File: config.mk
export PLATFORM = sky130hd
export DESIGN_NAME = matrix3x3_fixed_alu_flat
export DESIGN_NICKNAME = d
export VERILOG_FILES = /design/src/m3fa_pkg.sv /design/src/m3fa_req_if.sv /design/src/m3fa_rsp_if.sv /design/src/m3fa_ram.sv /design/src/m3fa_ctrl.sv /design/src/m3fa_dp.sv /design/src/matrix3x3_fixed_alu.sv /design/src/flat_wrapper.sv
export SDC_FILE = /design/constraint.sdc
export NUM_CORES = 2
export LEC_CHECK = 0
export BUFFER_PORTS_ARGS = -buffer_cell sky130_fd_sc_hd__buf_2
export CAP_MARGIN = 25
export CELL_PAD_IN_SITES_DETAIL_PLACEMENT = 1
export CELL_PAD_IN_SITES_GLOBAL_PLACEMENT = 2
export CORE_ASPECT_RATIO = 1.25
export CORE_UTILIZATION = 45
export DETAILED_ROUTE_END_ITERATION = 10
export PLACE_DENSITY = 0.82
export SKIP_CTS_REPAIR_TIMING = 1
export SLEW_MARGIN = 20
export SYNTH_ARGS = -nofsm -noshare
export SYNTH_HDL_FRONTEND = slang
export SYNTH_SLANG_ARGS = --single-unit
File: constraint.sdc
create_clock -name clk -period 13.09 [get_ports clk]
set_input_delay 0.6545 -clock clk [delete_from_list [all_inputs] [get_ports clk]]
set_output_delay 0.6545 -clock clk [all_outputs]
set_load 0.02 [all_outputs]
File: src/m3fa_pkg.sv
// m3fa_pkg: shared request codes, field widths, parameter defaults and the
// controller/datapath command and status types of the 3x3 matrix unit.
// No dependencies.
package m3fa_pkg;

  // Fixed field widths of the request transaction
  localparam int REQ_W = 4;
  localparam int IDX_W = 2;

  // Defaults for the top-level parameters
  localparam int DIM_DEF        = 3;
  localparam int DATA_WIDTH_DEF = 32;
  localparam int FRAC_BITS_DEF  = 16;

  // Request codes
  localparam logic [REQ_W-1:0] REQ_LOAD_A   = 4'd0;
  localparam logic [REQ_W-1:0] REQ_LOAD_B   = 4'd1;
  localparam logic [REQ_W-1:0] REQ_ADD      = 4'd2;
  localparam logic [REQ_W-1:0] REQ_SUB      = 4'd3;
  localparam logic [REQ_W-1:0] REQ_MUL      = 4'd4;
  localparam logic [REQ_W-1:0] REQ_NEGATE   = 4'd5;
  localparam logic [REQ_W-1:0] REQ_COMPARE  = 4'd6;
  localparam logic [REQ_W-1:0] REQ_READ     = 4'd7;
  localparam logic [REQ_W-1:0] REQ_IDENTITY = 4'd8;

  // Controller to datapath: at most one command bit per cycle
  typedef struct packed {
    logic capture;    // latch the request, clear flags and counters
    logic load_elem;  // write one element of A or B
    logic set_ident;  // A back to identity
    logic ew_read;    // read A[e], B[e]
    logic ew_write;   // elementwise update or compare of element e
    logic mac_read;   // read A[i][k], B[k][j]
    logic mac_load;   // take operand magnitudes into the multiplier
    logic mac_step;   // one partial product
    logic mac_scale;  // shift, round and saturate the product
    logic mac_acc;    // saturating add into the running sum
    logic mac_write;  // sum to scratch[i][j]
    logic cp_read;    // read scratch[e]
    logic cp_write;   // scratch[e] to A[e]
    logic rd_read;    // read A at the request index
    logic rd_take;    // register the read result
  } cmd_t;

  // Datapath to controller
  typedef struct packed {
    logic [REQ_W-1:0] req;
    logic             e_last;
    logic             k_last;
    logic             ij_last;
    logic             mul_last;
  } status_t;

endpackage

File: src/m3fa_req_if.sv
// m3fa_req_if: request channel (valid/ready plus request payload).
// Depends on m3fa_pkg.
interface m3fa_req_if #(
  parameter int DATA_WIDTH = m3fa_pkg::DATA_WIDTH_DEF
) ();
  import m3fa_pkg::*;

  logic                         valid;
  logic                         ready;
  logic [REQ_W-1:0]             req_type;
  logic [IDX_W-1:0]             row;
  logic [IDX_W-1:0]             col;
  logic signed [DATA_WIDTH-1:0] value;

  modport source (output valid, req_type, row, col, value, input ready);
  modport sink   (input valid, req_type, row, col, value, output ready);
endinterface

File: src/m3fa_rsp_if.sv
// m3fa_rsp_if: result channel (valid/ready plus result payload).
// Depends on m3fa_pkg.
interface m3fa_rsp_if #(
  parameter int DATA_WIDTH = m3fa_pkg::DATA_WIDTH_DEF
) ();
  import m3fa_pkg::*;

  logic                         valid;
  logic                         ready;
  logic signed [DATA_WIDTH-1:0] read_value;
  logic                         is_equal;
  logic                         saturated;

  modport source (output valid, read_value, is_equal, saturated, input ready);
  modport sink   (input valid, read_value, is_equal, saturated, output ready);
endinterface

File: src/m3fa_ram.sv
// m3fa_ram: generic single-write, single-read RAM with registered read data.
// No dependencies.
module m3fa_ram #(
  parameter int WIDTH = 32,
  parameter int DEPTH = 9
) (
  input  logic                                   clk,
  input  logic                                   we,
  input  logic [((DEPTH > 1) ? $clog2(DEPTH) : 1)-1:0] waddr,
  input  logic [WIDTH-1:0]                       wdata,
  input  logic [((DEPTH > 1) ? $clog2(DEPTH) : 1)-1:0] raddr,
  output logic [WIDTH-1:0]                       rdata
);
  logic [WIDTH-1:0] mem [DEPTH];

  always_ff @(posedge clk) begin
    if (we) begin
      mem[waddr] <= wdata;
    end
    rdata <= mem[raddr];
  end
endmodule

File: src/m3fa_ctrl.sv
// m3fa_ctrl: request sequencer of the matrix unit; drives at most one datapath
// command per cycle and the channel handshakes. Depends on m3fa_pkg.
module m3fa_ctrl (
  input  logic              clk,
  input  logic              rst,
  input  logic              req_valid,
  output logic              req_ready,
  output logic              rsp_valid,
  input  logic              rsp_ready,
  output m3fa_pkg::cmd_t    cmd,
  input  m3fa_pkg::status_t status
);
  import m3fa_pkg::*;

  localparam logic [3:0] S_IDLE      = 4'd0;
  localparam logic [3:0] S_DECODE    = 4'd1;
  localparam logic [3:0] S_EW_RD     = 4'd2;
  localparam logic [3:0] S_EW_WR     = 4'd3;
  localparam logic [3:0] S_MAC_RD    = 4'd4;
  localparam logic [3:0] S_MAC_LAT   = 4'd5;
  localparam logic [3:0] S_MAC_MUL   = 4'd6;
  localparam logic [3:0] S_MAC_SCALE = 4'd7;
  localparam logic [3:0] S_MAC_ACC   = 4'd8;
  localparam logic [3:0] S_MAC_WR    = 4'd9;
  localparam logic [3:0] S_CP_RD     = 4'd10;
  localparam logic [3:0] S_CP_WR     = 4'd11;
  localparam logic [3:0] S_RD_WAIT   = 4'd12;
  localparam logic [3:0] S_RESP      = 4'd13;

  logic [3:0] state;
  logic [3:0] state_next;

  assign req_ready = (state == S_IDLE);
  assign rsp_valid = (state == S_RESP);

  // Next state and command decode
  always_comb begin
    state_next = state;
    cmd        = '0;
    unique case (state)
      S_IDLE: begin
        if (req_valid) begin
          cmd.capture = 1'b1;
          state_next  = S_DECODE;
        end
      end
      S_DECODE: begin
        unique case (status.req)
          REQ_LOAD_A, REQ_LOAD_B: begin
            cmd.load_elem = 1'b1;
            state_next    = S_RESP;
          end
          REQ_ADD, REQ_SUB, REQ_NEGATE, REQ_COMPARE: begin
            cmd.ew_read = 1'b1;
            state_next  = S_EW_WR;
          end
          REQ_MUL: begin
            cmd.mac_read = 1'b1;
            state_next   = S_MAC_LAT;
          end
          REQ_READ: begin
            cmd.rd_read = 1'b1;
            state_next  = S_RD_WAIT;
          end
          REQ_IDENTITY: begin
            cmd.set_ident = 1'b1;
            state_next    = S_RESP;
          end
          default: begin
            state_next = S_RESP;
          end
        endcase
      end
      S_EW_RD: begin
        cmd.ew_read = 1'b1;
        state_next  = S_EW_WR;
      end
      S_EW_WR: begin
        cmd.ew_write = 1'b1;
        state_next   = status.e_last ? S_RESP : S_EW_RD;
      end
      S_MAC_RD: begin
        cmd.mac_read = 1'b1;
        state_next   = S_MAC_LAT;
      end
      S_MAC_LAT: begin
        cmd.mac_load = 1'b1;
        state_next   = S_MAC_MUL;
      end
      S_MAC_MUL: begin
        cmd.mac_step = 1'b1;
        if (status.mul_last) begin
          state_next = S_MAC_SCALE;
        end
      end
      S_MAC_SCALE: begin
        cmd.mac_scale = 1'b1;
        state_next    = S_MAC_ACC;
      end
      S_MAC_ACC: begin
        cmd.mac_acc = 1'b1;
        state_next  = status.k_last ? S_MAC_WR : S_MAC_RD;
      end
      S_MAC_WR: begin
        cmd.mac_write = 1'b1;
        state_next    = status.ij_last ? S_CP_RD : S_MAC_RD;
      end
      S_CP_RD: begin
        cmd.cp_read = 1'b1;
        state_next  = S_CP_WR;
      end
      S_CP_WR: begin
        cmd.cp_write = 1'b1;
        state_next   = status.e_last ? S_RESP : S_CP_RD;
      end
      S_RD_WAIT: begin
        cmd.rd_take = 1'b1;
        state_next  = S_RESP;
      end
      S_RESP: begin
        if (rsp_ready) begin
          state_next = S_IDLE;
        end
      end
      default: begin
        state_next = S_IDLE;
      end
    endcase
  end

  always_ff @(posedge clk) begin
    if (rst) begin
      state <= S_IDLE;
    end else begin
      state <= state_next;
    end
  end
endmodule

File: src/m3fa_dp.sv
// m3fa_dp: datapath of the matrix unit: A, B and scratch RAMs, element
// counters, saturating add/sub/negate and a shared multiply-accumulate.
// Depends on m3fa_pkg and m3fa_ram.
module m3fa_dp #(
  parameter int DIM        = m3fa_pkg::DIM_DEF,
  parameter int DATA_WIDTH = m3fa_pkg::DATA_WIDTH_DEF,
  parameter int FRAC_BITS  = m3fa_pkg::FRAC_BITS_DEF
) (
  input  logic                          clk,
  input  logic                          rst,
  input  m3fa_pkg::cmd_t                cmd,
  output m3fa_pkg::status_t             status,
  input  logic [m3fa_pkg::REQ_W-1:0]    req_type,
  input  logic [m3fa_pkg::IDX_W-1:0]    row,
  input  logic [m3fa_pkg::IDX_W-1:0]    col,
  input  logic signed [DATA_WIDTH-1:0]  value,
  output logic signed [DATA_WIDTH-1:0]  read_value,
  output logic                          is_equal,
  output logic                          saturated
);
  import m3fa_pkg::*;

  localparam int DW    = DATA_WIDTH;
  localparam int CELLS = DIM * DIM;
  localparam int EW    = $clog2(CELLS);
  localparam int IW    = $clog2(DIM);
  // Multiplier split: operands above 32 bits go through in two halves
  localparam int PARTS = (DATA_WIDTH > 32) ? 2 : 1;
  localparam int PW    = (DATA_WIDTH + PARTS - 1) / PARTS;
  localparam int MW    = PARTS * PW;
  localparam int PRW   = 2 * MW;
  localparam int NSTEP = PARTS * PARTS;
  localparam int SW    = (NSTEP > 1) ? $clog2(NSTEP) : 1;

  localparam logic [DW-1:0]  VMAX = {1'b0, {(DW-1){1'b1}}};
  localparam logic [DW-1:0]  VMIN = {1'b1, {(DW-1){1'b0}}};
  localparam logic [DW-1:0]  ONE  = (FRAC_BITS >= DATA_WIDTH - 1) ? VMAX :
                                    (DW'(1) << FRAC_BITS);
  localparam logic [PRW-1:0] FRAC_MASK = ~({PRW{1'b1}} << FRAC_BITS);
  localparam logic [PRW-1:0] LIM_POS   = PRW'(VMAX);
  localparam logic [PRW-1:0] LIM_NEG   = PRW'(VMAX) + PRW'(1);

  function automatic logic [CELLS-1:0] diag_mask();
    logic [CELLS-1:0] m;
    m = '0;
    for (int n = 0; n < DIM; n++) begin
      m[n*DIM+n] = 1'b1;
    end
    return m;
  endfunction

  localparam logic [CELLS-1:0] DIAG = diag_mask();

  // Saturating helpers: result is {overflow flag, value}
  function automatic logic [DW:0] sat_add(input logic [DW-1:0] x, input logic [DW-1:0] y);
    logic [DW:0] s;
    s = {x[DW-1], x} + {y[DW-1], y};
    if (s[DW] != s[DW-1]) begin
      return {1'b1, (s[DW] ? VMIN : VMAX)};
    end
    return {1'b0, s[DW-1:0]};
  endfunction

  function automatic logic [DW:0] sat_sub(input logic [DW-1:0] x, input logic [DW-1:0] y);
    logic [DW:0] s;
    s = {x[DW-1], x} - {y[DW-1], y};
    if (s[DW] != s[DW-1]) begin
      return {1'b1, (s[DW] ? VMIN : VMAX)};
    end
    return {1'b0, s[DW-1:0]};
  endfunction

  function automatic logic [DW:0] sat_neg(input logic [DW-1:0] x);
    if (x == VMIN) begin
      return {1'b1, VMAX};
    end
    return {1'b0, -x};
  endfunction

  // Latched request
  logic [REQ_W-1:0] req_q;
  logic [IDX_W-1:0] row_q;
  logic [IDX_W-1:0] col_q;
  logic [DW-1:0]    value_q;

  // Counters
  logic [EW-1:0] e;
  logic [IW-1:0] i, j, k;

  // Per-entry written marks and their registered read copies
  logic [CELLS-1:0] a_valid, b_valid;
  logic             a_rvalid, a_rdiag, b_rvalid;

  // RAM ports
  logic          a_we, b_we, s_we;
  logic [EW-1:0] a_waddr, a_raddr, b_raddr, s_waddr, b_waddr;
  logic [DW-1:0] a_wdata, a_q, b_q, s_q;

  // Multiplier and accumulator
  logic [MW-1:0]   mag_a, mag_b;
  logic            neg;
  logic [PRW-1:0]  prod;
  logic [SW-1:0]   step;
  logic [DW-1:0]   pval;
  logic [DW-1:0]   sum;

  // Result registers
  logic [DW-1:0] rd_val;
  logic          eq;
  logic          sat;

  logic          in_range;
  logic [EW-1:0] req_idx, a_mac, b_mac, s_mac;
  logic          e_last, k_last, j_last, i_last;
  logic [DW-1:0] a_data, b_data, mag_ad, mag_bd;
  logic [DW:0]   ew_res, acc_res;
  logic [2*PW-1:0] pp;
  int              pa, pb;
  logic [PRW-1:0]  q, qa, nq;
  logic            rem, over;

  // Index decode
  assign in_range = (int'(row_q) < DIM) && (int'(col_q) < DIM);
  assign req_idx  = EW'(int'(row_q) * DIM + int'(col_q));
  assign a_mac    = EW'(int'(i) * DIM + int'(k));
  assign b_mac    = EW'(int'(k) * DIM + int'(j));
  assign s_mac    = EW'(int'(i) * DIM + int'(j));
  assign e_last   = (e == EW'(CELLS - 1));
  assign k_last   = (k == IW'(DIM - 1));
  assign j_last   = (j == IW'(DIM - 1));
  assign i_last   = (i == IW'(DIM - 1));

  assign status.req      = req_q;
  assign status.e_last   = e_last;
  assign status.k_last   = k_last;
  assign status.ij_last  = i_last && j_last;
  assign status.mul_last = (int'(step) == NSTEP - 1);

  // Unwritten A entries read as identity, unwritten B entries as zero
  assign a_data = a_rvalid ? a_q : (a_rdiag ? ONE : '0);
  assign b_data = b_rvalid ? b_q : '0;

  // Elementwise operation
  always_comb begin
    unique case (req_q)
      REQ_ADD: ew_res = sat_add(a_data, b_data);
      REQ_SUB: ew_res = sat_sub(a_data, b_data);
      default: ew_res = sat_neg(a_data);
    endcase
  end

  // A port selection
  always_comb begin
    a_we    = 1'b0;
    a_waddr = e;
    a_wdata = ew_res[DW-1:0];
    if (cmd.load_elem && req_q == REQ_LOAD_A && in_range) begin
      a_we    = 1'b1;
      a_waddr = req_idx;
      a_wdata = value_q;
    end else if (cmd.ew_write && req_q != REQ_COMPARE) begin
      a_we = 1'b1;
    end else if (cmd.cp_write) begin
      a_we    = 1'b1;
      a_wdata = s_q;
    end
    if (cmd.mac_read) begin
      a_raddr = a_mac;
    end else if (cmd.rd_read) begin
      a_raddr = req_idx;
    end else begin
      a_raddr = e;
    end
  end

  assign b_we    = cmd.load_elem && req_q == REQ_LOAD_B && in_range;
  assign b_waddr = req_idx;
  assign b_raddr = cmd.mac_read ? b_mac : e;
  assign s_we    = cmd.mac_write;
  assign s_waddr = s_mac;

  m3fa_ram #(.WIDTH(DW), .DEPTH(CELLS)) u_a_ram (
    .clk(clk), .we(a_we), .waddr(a_waddr), .wdata(a_wdata), .raddr(a_raddr), .rdata(a_q)
  );

  m3fa_ram #(.WIDTH(DW), .DEPTH(CELLS)) u_b_ram (
    .clk(clk), .we(b_we), .waddr(b_waddr), .wdata(value_q), .raddr(b_raddr), .rdata(b_q)
  );

  m3fa_ram #(.WIDTH(DW), .DEPTH(CELLS)) u_s_ram (
    .clk(clk), .we(s_we), .waddr(s_waddr), .wdata(sum), .raddr(e), .rdata(s_q)
  );

  // Written marks; identity simply forgets every A entry
  always_ff @(posedge clk) begin
    if (rst) begin
      a_valid <= '0;
      b_valid <= '0;
    end else begin
      if (cmd.set_ident) begin
        a_valid <= '0;
      end else if (a_we) begin
        a_valid[a_waddr] <= 1'b1;
      end
      if (b_we) begin
        b_valid[b_waddr] <= 1'b1;
      end
    end
  end

  // Marks travel with the registered read data
  always_ff @(posedge clk) begin
    a_rvalid <= a_valid[a_raddr];
    a_rdiag  <= DIAG[a_raddr];
    b_rvalid <= b_valid[b_raddr];
  end

  // Request latch
  always_ff @(posedge clk) begin
    if (cmd.capture) begin
      req_q   <= req_type;
      row_q   <= row;
      col_q   <= col;
      value_q <= value;
    end
  end

  // Counters
  always_ff @(posedge clk) begin
    if (rst || cmd.capture) begin
      e <= '0;
      i <= '0;
      j <= '0;
      k <= '0;
    end else begin
      if (cmd.ew_write || cmd.cp_write) begin
        e <= e_last ? '0 : e + EW'(1);
      end
      if (cmd.mac_acc) begin
        k <= k_last ? '0 : k + IW'(1);
      end
      if (cmd.mac_write) begin
        if (j_last) begin
          j <= '0;
          i <= i + IW'(1);
        end else begin
          j <= j + IW'(1);
        end
      end
    end
  end

  // Multiplier: one partial product of at most PW x PW bits per cycle
  assign mag_ad = a_data[DW-1] ? -a_data : a_data;
  assign mag_bd = b_data[DW-1] ? -b_data : b_data;

  always_comb begin
    pa = int'(step) % PARTS;
    pb = int'(step) / PARTS;
    pp = mag_a[pa*PW +: PW] * mag_b[pb*PW +: PW];
  end

  always_ff @(posedge clk) begin
    if (cmd.mac_load) begin
      mag_a <= MW'(mag_ad);
      mag_b <= MW'(mag_bd);
      neg   <= a_data[DW-1] ^ b_data[DW-1];
      prod  <= '0;
      step  <= '0;
    end else if (cmd.mac_step) begin
      prod <= prod + (PRW'(pp) << ((pa + pb) * PW));
      step <= step + SW'(1);
    end
  end

  // Scale: drop fraction bits (toward minus infinity), then saturate
  always_comb begin
    q    = prod >> FRAC_BITS;
    rem  = |(prod & FRAC_MASK);
    qa   = q + PRW'(neg && rem);
    nq   = -qa;
    over = neg ? (qa > LIM_NEG) : (qa > LIM_POS);
  end

  assign acc_res = sat_add((k == '0) ? '0 : sum, pval);

  always_ff @(posedge clk) begin
    if (cmd.mac_scale) begin
      if (over) begin
        pval <= neg ? VMIN : VMAX;
      end else begin
        pval <= neg ? nq[DW-1:0] : qa[DW-1:0];
      end
    end
    if (cmd.mac_acc) begin
      sum <= acc_res[DW-1:0];
    end
  end

  // Result flags and read value
  always_ff @(posedge clk) begin
    if (rst) begin
      rd_val <= '0;
      eq     <= 1'b0;
      sat    <= 1'b0;
    end else if (cmd.capture) begin
      rd_val <= '0;
      eq     <= (req_type == REQ_COMPARE);
      sat    <= 1'b0;
    end else begin
      if (cmd.ew_write) begin
        if (req_q == REQ_COMPARE) begin
          if (a_data != b_data) begin
            eq <= 1'b0;
          end
        end else if (ew_res[DW]) begin
          sat <= 1'b1;
        end
      end
      if ((cmd.mac_scale && over) || (cmd.mac_acc && acc_res[DW])) begin
        sat <= 1'b1;
      end
      if (cmd.rd_take) begin
        rd_val <= in_range ? a_data : '0;
      end
    end
  end

  assign read_value = rd_val;
  assign is_equal   = eq;
  assign saturated  = sat;
endmodule

File: src/matrix3x3_fixed_alu.sv
// matrix3x3_fixed_alu: top level of a DIM x DIM signed fixed-point matrix unit
// (Q16.16 by default) built from m3fa_ctrl, m3fa_dp and m3fa_ram, using
// m3fa_pkg and the m3fa_req_if / m3fa_rsp_if channels. The unit holds an
// accumulator matrix A (identity after reset) and an operand matrix B (zero
// after reset); every request transaction produces exactly one result
// transaction, and one request is processed at a time. The next request can
// be accepted in the cycle after the result is taken. A multiply is done by
// the single shared multiply-accumulate unit, which for each term reads A and
// B from RAM, loads the operand magnitudes, forms the partial products one at
// a time (one for DATA_WIDTH up to 32, four above), scales the product and
// accumulates it; the sums go to a scratch RAM that is then copied back into A.
// Sums, differences, products and negation saturate and set the saturated
// flag of that result.
module matrix3x3_fixed_alu #(
  parameter int DIM        = m3fa_pkg::DIM_DEF,
  parameter int DATA_WIDTH = m3fa_pkg::DATA_WIDTH_DEF,
  parameter int FRAC_BITS  = m3fa_pkg::FRAC_BITS_DEF
) (
  input  logic        clk,
  input  logic        rst,
  m3fa_req_if.sink    req,
  m3fa_rsp_if.source  rsp
);
  import m3fa_pkg::*;

  cmd_t    cmd;
  status_t status;

  // Sequencer
  m3fa_ctrl u_ctrl (
    .clk       (clk),
    .rst       (rst),
    .req_valid (req.valid),
    .req_ready (req.ready),
    .rsp_valid (rsp.valid),
    .rsp_ready (rsp.ready),
    .cmd       (cmd),
    .status    (status)
  );

  // Storage and arithmetic
  m3fa_dp #(
    .DIM        (DIM),
    .DATA_WIDTH (DATA_WIDTH),
    .FRAC_BITS  (FRAC_BITS)
  ) u_dp (
    .clk        (clk),
    .rst        (rst),
    .cmd        (cmd),
    .status     (status),
    .req_type   (req.req_type),
    .row        (req.row),
    .col        (req.col),
    .value      (req.value),
    .read_value (rsp.read_value),
    .is_equal   (rsp.is_equal),
    .saturated  (rsp.saturated)
  );

  // One transaction in flight: never ready for a request while a result waits
  a_no_overlap: assert property (@(posedge clk) disable iff (rst)
    !(req.ready && rsp.valid))
    else $error("request ready while result pending");

  // An accepted request closes the input until its result is taken
  a_busy_after_accept: assert property (@(posedge clk) disable iff (rst)
    (req.valid && req.ready) |=> !req.ready)
    else $error("request ready right after accept");

  // The sequencer issues at most one datapath command per cycle
  a_one_cmd: assert property (@(posedge clk) disable iff (rst)
    $onehot0(cmd))
    else $error("more than one datapath command");

  // Compare never saturates, so both flags cannot be set together
  a_flags_exclusive: assert property (@(posedge clk) disable iff (rst)
    rsp.valid |-> !(rsp.is_equal && rsp.saturated))
    else $error("is_equal and saturated both set");
endmodule

File: src/flat_wrapper.sv
// flat-port wrapper written by rule: the top's interface ports become plain ports
module matrix3x3_fixed_alu_flat import m3fa_pkg::*;
#(
  parameter int DIM        = m3fa_pkg::DIM_DEF,
  parameter int DATA_WIDTH = m3fa_pkg::DATA_WIDTH_DEF,
  parameter int FRAC_BITS  = m3fa_pkg::FRAC_BITS_DEF
)
  (clk, rst, req_valid, req_req_type, req_row, req_col, req_value, req_ready, rsp_valid, rsp_read_value, rsp_is_equal, rsp_saturated, rsp_ready);
  m3fa_req_if #(.DATA_WIDTH(DATA_WIDTH)) req_i ();
  m3fa_rsp_if #(.DATA_WIDTH(DATA_WIDTH)) rsp_i ();
  input  logic clk;
  input  logic rst;
  input wire logic [$bits(req_i.valid)-1:0] req_valid;
  input wire logic [$bits(req_i.req_type)-1:0] req_req_type;
  input wire logic [$bits(req_i.row)-1:0] req_row;
  input wire logic [$bits(req_i.col)-1:0] req_col;
  input wire logic [$bits(req_i.value)-1:0] req_value;
  output wire logic [$bits(req_i.ready)-1:0] req_ready;
  output wire logic [$bits(rsp_i.valid)-1:0] rsp_valid;
  output wire logic [$bits(rsp_i.read_value)-1:0] rsp_read_value;
  output wire logic [$bits(rsp_i.is_equal)-1:0] rsp_is_equal;
  output wire logic [$bits(rsp_i.saturated)-1:0] rsp_saturated;
  input wire logic [$bits(rsp_i.ready)-1:0] rsp_ready;
  assign req_i.valid = req_valid;
  assign req_i.req_type = req_req_type;
  assign req_i.row = req_row;
  assign req_i.col = req_col;
  assign req_i.value = req_value;
  assign req_ready = req_i.ready;
  assign rsp_valid = rsp_i.valid;
  assign rsp_read_value = rsp_i.read_value;
  assign rsp_is_equal = rsp_i.is_equal;
  assign rsp_saturated = rsp_i.saturated;
  assign rsp_i.ready = rsp_ready;
  matrix3x3_fixed_alu #(.DIM(DIM), .DATA_WIDTH(DATA_WIDTH), .FRAC_BITS(FRAC_BITS)) u_core (.clk(clk), .rst(rst), .req(req_i), .rsp(rsp_i));
endmodule
==> flow_summary.yaml <==
floorplanning:
  dieHeight_um: 512
  num_io_pins: 80
  core-area_mm2: 0.206
  die_w_um: 410
  rows: 186
  start_util: 0.454
  die_area_mm2: 0.210
route:
  antenna_left: 0
  post_drt_wl_per_cell_um: 28.1
  vias: 64500
  drt-pass1-iter-count: 5
  finalWirelength_um: 314000
  drt_first_iter_violations: 4256
  vias_per_cell: 5.77
  drc: 0
global_route:
  grt-ovfl-total: 0
  grt_pass1_vias: 71400
  antenna_found_initial: 12
  grt_pass1_wl_um: 466000
  grt_start_max_net_pins: 84
  grt.total_usage: 0.301
timing:
  period_needed_ns: 11.68
  hold_viol_final: 0
  slew_viol_final: 0
  finalSetupTns_ns: 0
  tightest_slew_ns: 1.18
  fin_skew_ns: 0.0550
  setup_violations: 0
  rsz0062_at_grt: "false"
  fin_ws_ns: 1.41
  fmax_mhz: 85.6
  post-route-period-util: 0.892
  maxSlewHeadroom: 0.208
yosys:
  ys.flop_type: "edfxtp_1"
  yosysUniqueCellTypes: 97
  netlist_instances: 8452
  yosys_warnings: 0
  syn_nets: 9851
  synth_edf_count: 1033
  yosysSeqAreaShare: 0.381
  avgSynthCellArea_um2: 11.1
  syn-cell-area_mm2: 0.0935
  ys_ff_latch: 1263
  async_flop_share: 0
cts:
  clock_sinks: 1263
  clock_path_buffers: 3
  clkTransAtPathRegs_ns: 0.07
  cts_tree: "built"
  clockRootBuffer: "clkbuf_16"
  htree_levels: 3
  clk_latency_ns: 0.76
  cts_buffers: 106
worst_setup_path:
  crit_fanout: 38
  critPathRequiredTime_ns: 13.71
  start_kind: "flip-flop"
  path_class: "reg2reg"
  cp.arrival_ns: 12.30
  slowest_delay_ns: 0.60
  crit_path_frequent_cell: "fa_1"
  end_kind: "flip-flop"
  slowest_stage: "o31ai_1"
cells_and_area:
  final_util: 0.491
  areaGrowthSynthToFinish_pct: 8.09
  fillers: 21800
  final_common_cell: "edfxtp_1"
  final_area_mm2: 0.101
  drive_gt1_frac: 0.0896
  num-nets-final: 9740
  layout_common_cells: "edfxtp_1 (1,033), inv_1 (980), fa_1 (906)"
min_path:
  hp-class: "in2reg"
placed_design:
  place_area_mm2: 0.0973
  pre_cts_ws_ns: 1.48
  gp_congestion: 0.965
  dp_hpwl_um: 241000
  portBuffers: 79
outcome:
  outcome: "complete, no violations"
flow_run:
  cap_violations: 0
[layer usage]
| metal | GRT usage | up-vias | part of all wire |
|---|---|---|---|
| met5 | 0 | - | 0.000086 |
| met4 | 0.182 | 4 | 0.073 |
| met3 | 0.0265 | 667 | 0.041 |
| met2 | 0.543 | 1812 | 0.52 |
| met1 | 0.343 | 33700 | 0.37 |
| li1 | - | 28300 | - |
[final timing paths]
kind / start / end / slack (ns) / cells past startpoint
max: u_core.u_dp.step$_SDFFE_PP0N_ / u_core.u_dp.prod[60]$_SDFFE_PP0N_ / 1.41 / 36
min: req_value[27] / u_core.u_dp.value_q[27]$_DFFE_PP_ / 0.07 / 1
max reg2reg: u_core.u_dp.step$_SDFFE_PP0N_ / u_core.u_dp.prod[60]$_SDFFE_PP0N_ / 1.41 / 36
min reg2reg: u_core.u_dp.u_a_ram.mem[8][18]$_DFFE_PP_ / u_core.u_dp.u_a_ram.rdata[18]$_DFF_P_ / 0.45 / 2
[layout make-up]
class	count	area, µm²	share of cell area
Antenna cell	5	12.5	0.000124
Clock buffer	136	2890	0.0286
Clock inverter	66	862	0.00853
Inverter	983	3690	0.0365
Multi-Input combinational cell	5732	52800	0.523
Sequential cell	1263	35600	0.352
Tap cell	2726	3410	0.0337
Timing Repair Buffer	255	1780	0.0176
[critical path, delay by kind of cell (launching register included)]
| family | cells | cell delay [ns] |
|---|---|---|
| fa+ha+maj | 10 | 4.99 |
| compound gates | 14 | 3.17 |
| simple gates | 5 | 1.20 |
| buf+inv | 5 | 1.14 |
| flops | 1 | 0.56 |
| xor+xnor | 2 | 0.46 |
[sequential cells by signal, summed over array words and instances (netlist names), 4 cells and up]
register	count
u_core.u_ctrl.state	4
u_core.u_dp.a_valid	9
u_core.u_dp.b_valid	9
u_core.u_dp.e	4
u_core.u_dp.mag_a	32
u_core.u_dp.mag_b	32
u_core.u_dp.prod	64
u_core.u_dp.pval	32
u_core.u_dp.read_value	32
u_core.u_dp.req_q	4
u_core.u_dp.sum	32
u_core.u_dp.u_a_ram.mem	288
u_core.u_dp.u_a_ram.rdata	32
u_core.u_dp.u_b_ram.mem	288
u_core.u_dp.u_b_ram.rdata	32
u_core.u_dp.u_s_ram.mem	288
u_core.u_dp.u_s_ram.rdata	32
u_core.u_dp.value_q	32
[cells by family (layout without fill, tap and decap cells)]
group | Yosys count | after routing | synth area share
compound gates | 1310 | 1310 | 0.0869
xor+xnor | 323 | 323 | 0.0302
fa+ha+maj | 1355 | 1355 | 0.254
buf+inv | 1457 | 1440 | 0.0592
flops | 1263 | 1263 | 0.381
mux | 310 | 310 | 0.0593
other cells | 0 | 5 | 0
simple gates | 2434 | 2434 | 0.130
[cell usage after synthesis (all sizes together), types with 40 or more instances]
cell type / count / area [µm²]
mux4: 195 / 4390
and2: 657 / 4110
o31ai: 49 / 373
xnor2: 226 / 1980
a21o: 123 / 923
edfxtp: 1033 / 31000
a21oi: 309 / 1550
o21ai: 426 / 2130
nor3: 72 / 365
mux2i: 113 / 1130
nand4: 55 / 344
buf: 56 / 277
inv: 981 / 3680
o21a: 40 / 300
a22oi: 46 / 345
ha: 449 / 5620
nand2: 902 / 3390
nor2b: 116 / 726
clkbuf: 418 / 1570
nor2: 313 / 1180
nand3: 91 / 468
nand2b: 59 / 369
a31oi: 70 / 438
fa: 906 / 18100
dfxtp: 230 / 4600
xor2: 97 / 850
[stage by stage]
stage | std cells | hold slack, ns
global placement | 10900 | 0.424
floorplan | 8452 | 0.418
global route | 11200 | 0.0634
finish | 11200 | 0.0712
CTS | 11200 | 0.0378
detailed placement | 11000 | 0.438
Power is not shown: default switching activity piles up to over one toggle a cycle in this logic, so the estimate is an artifact.
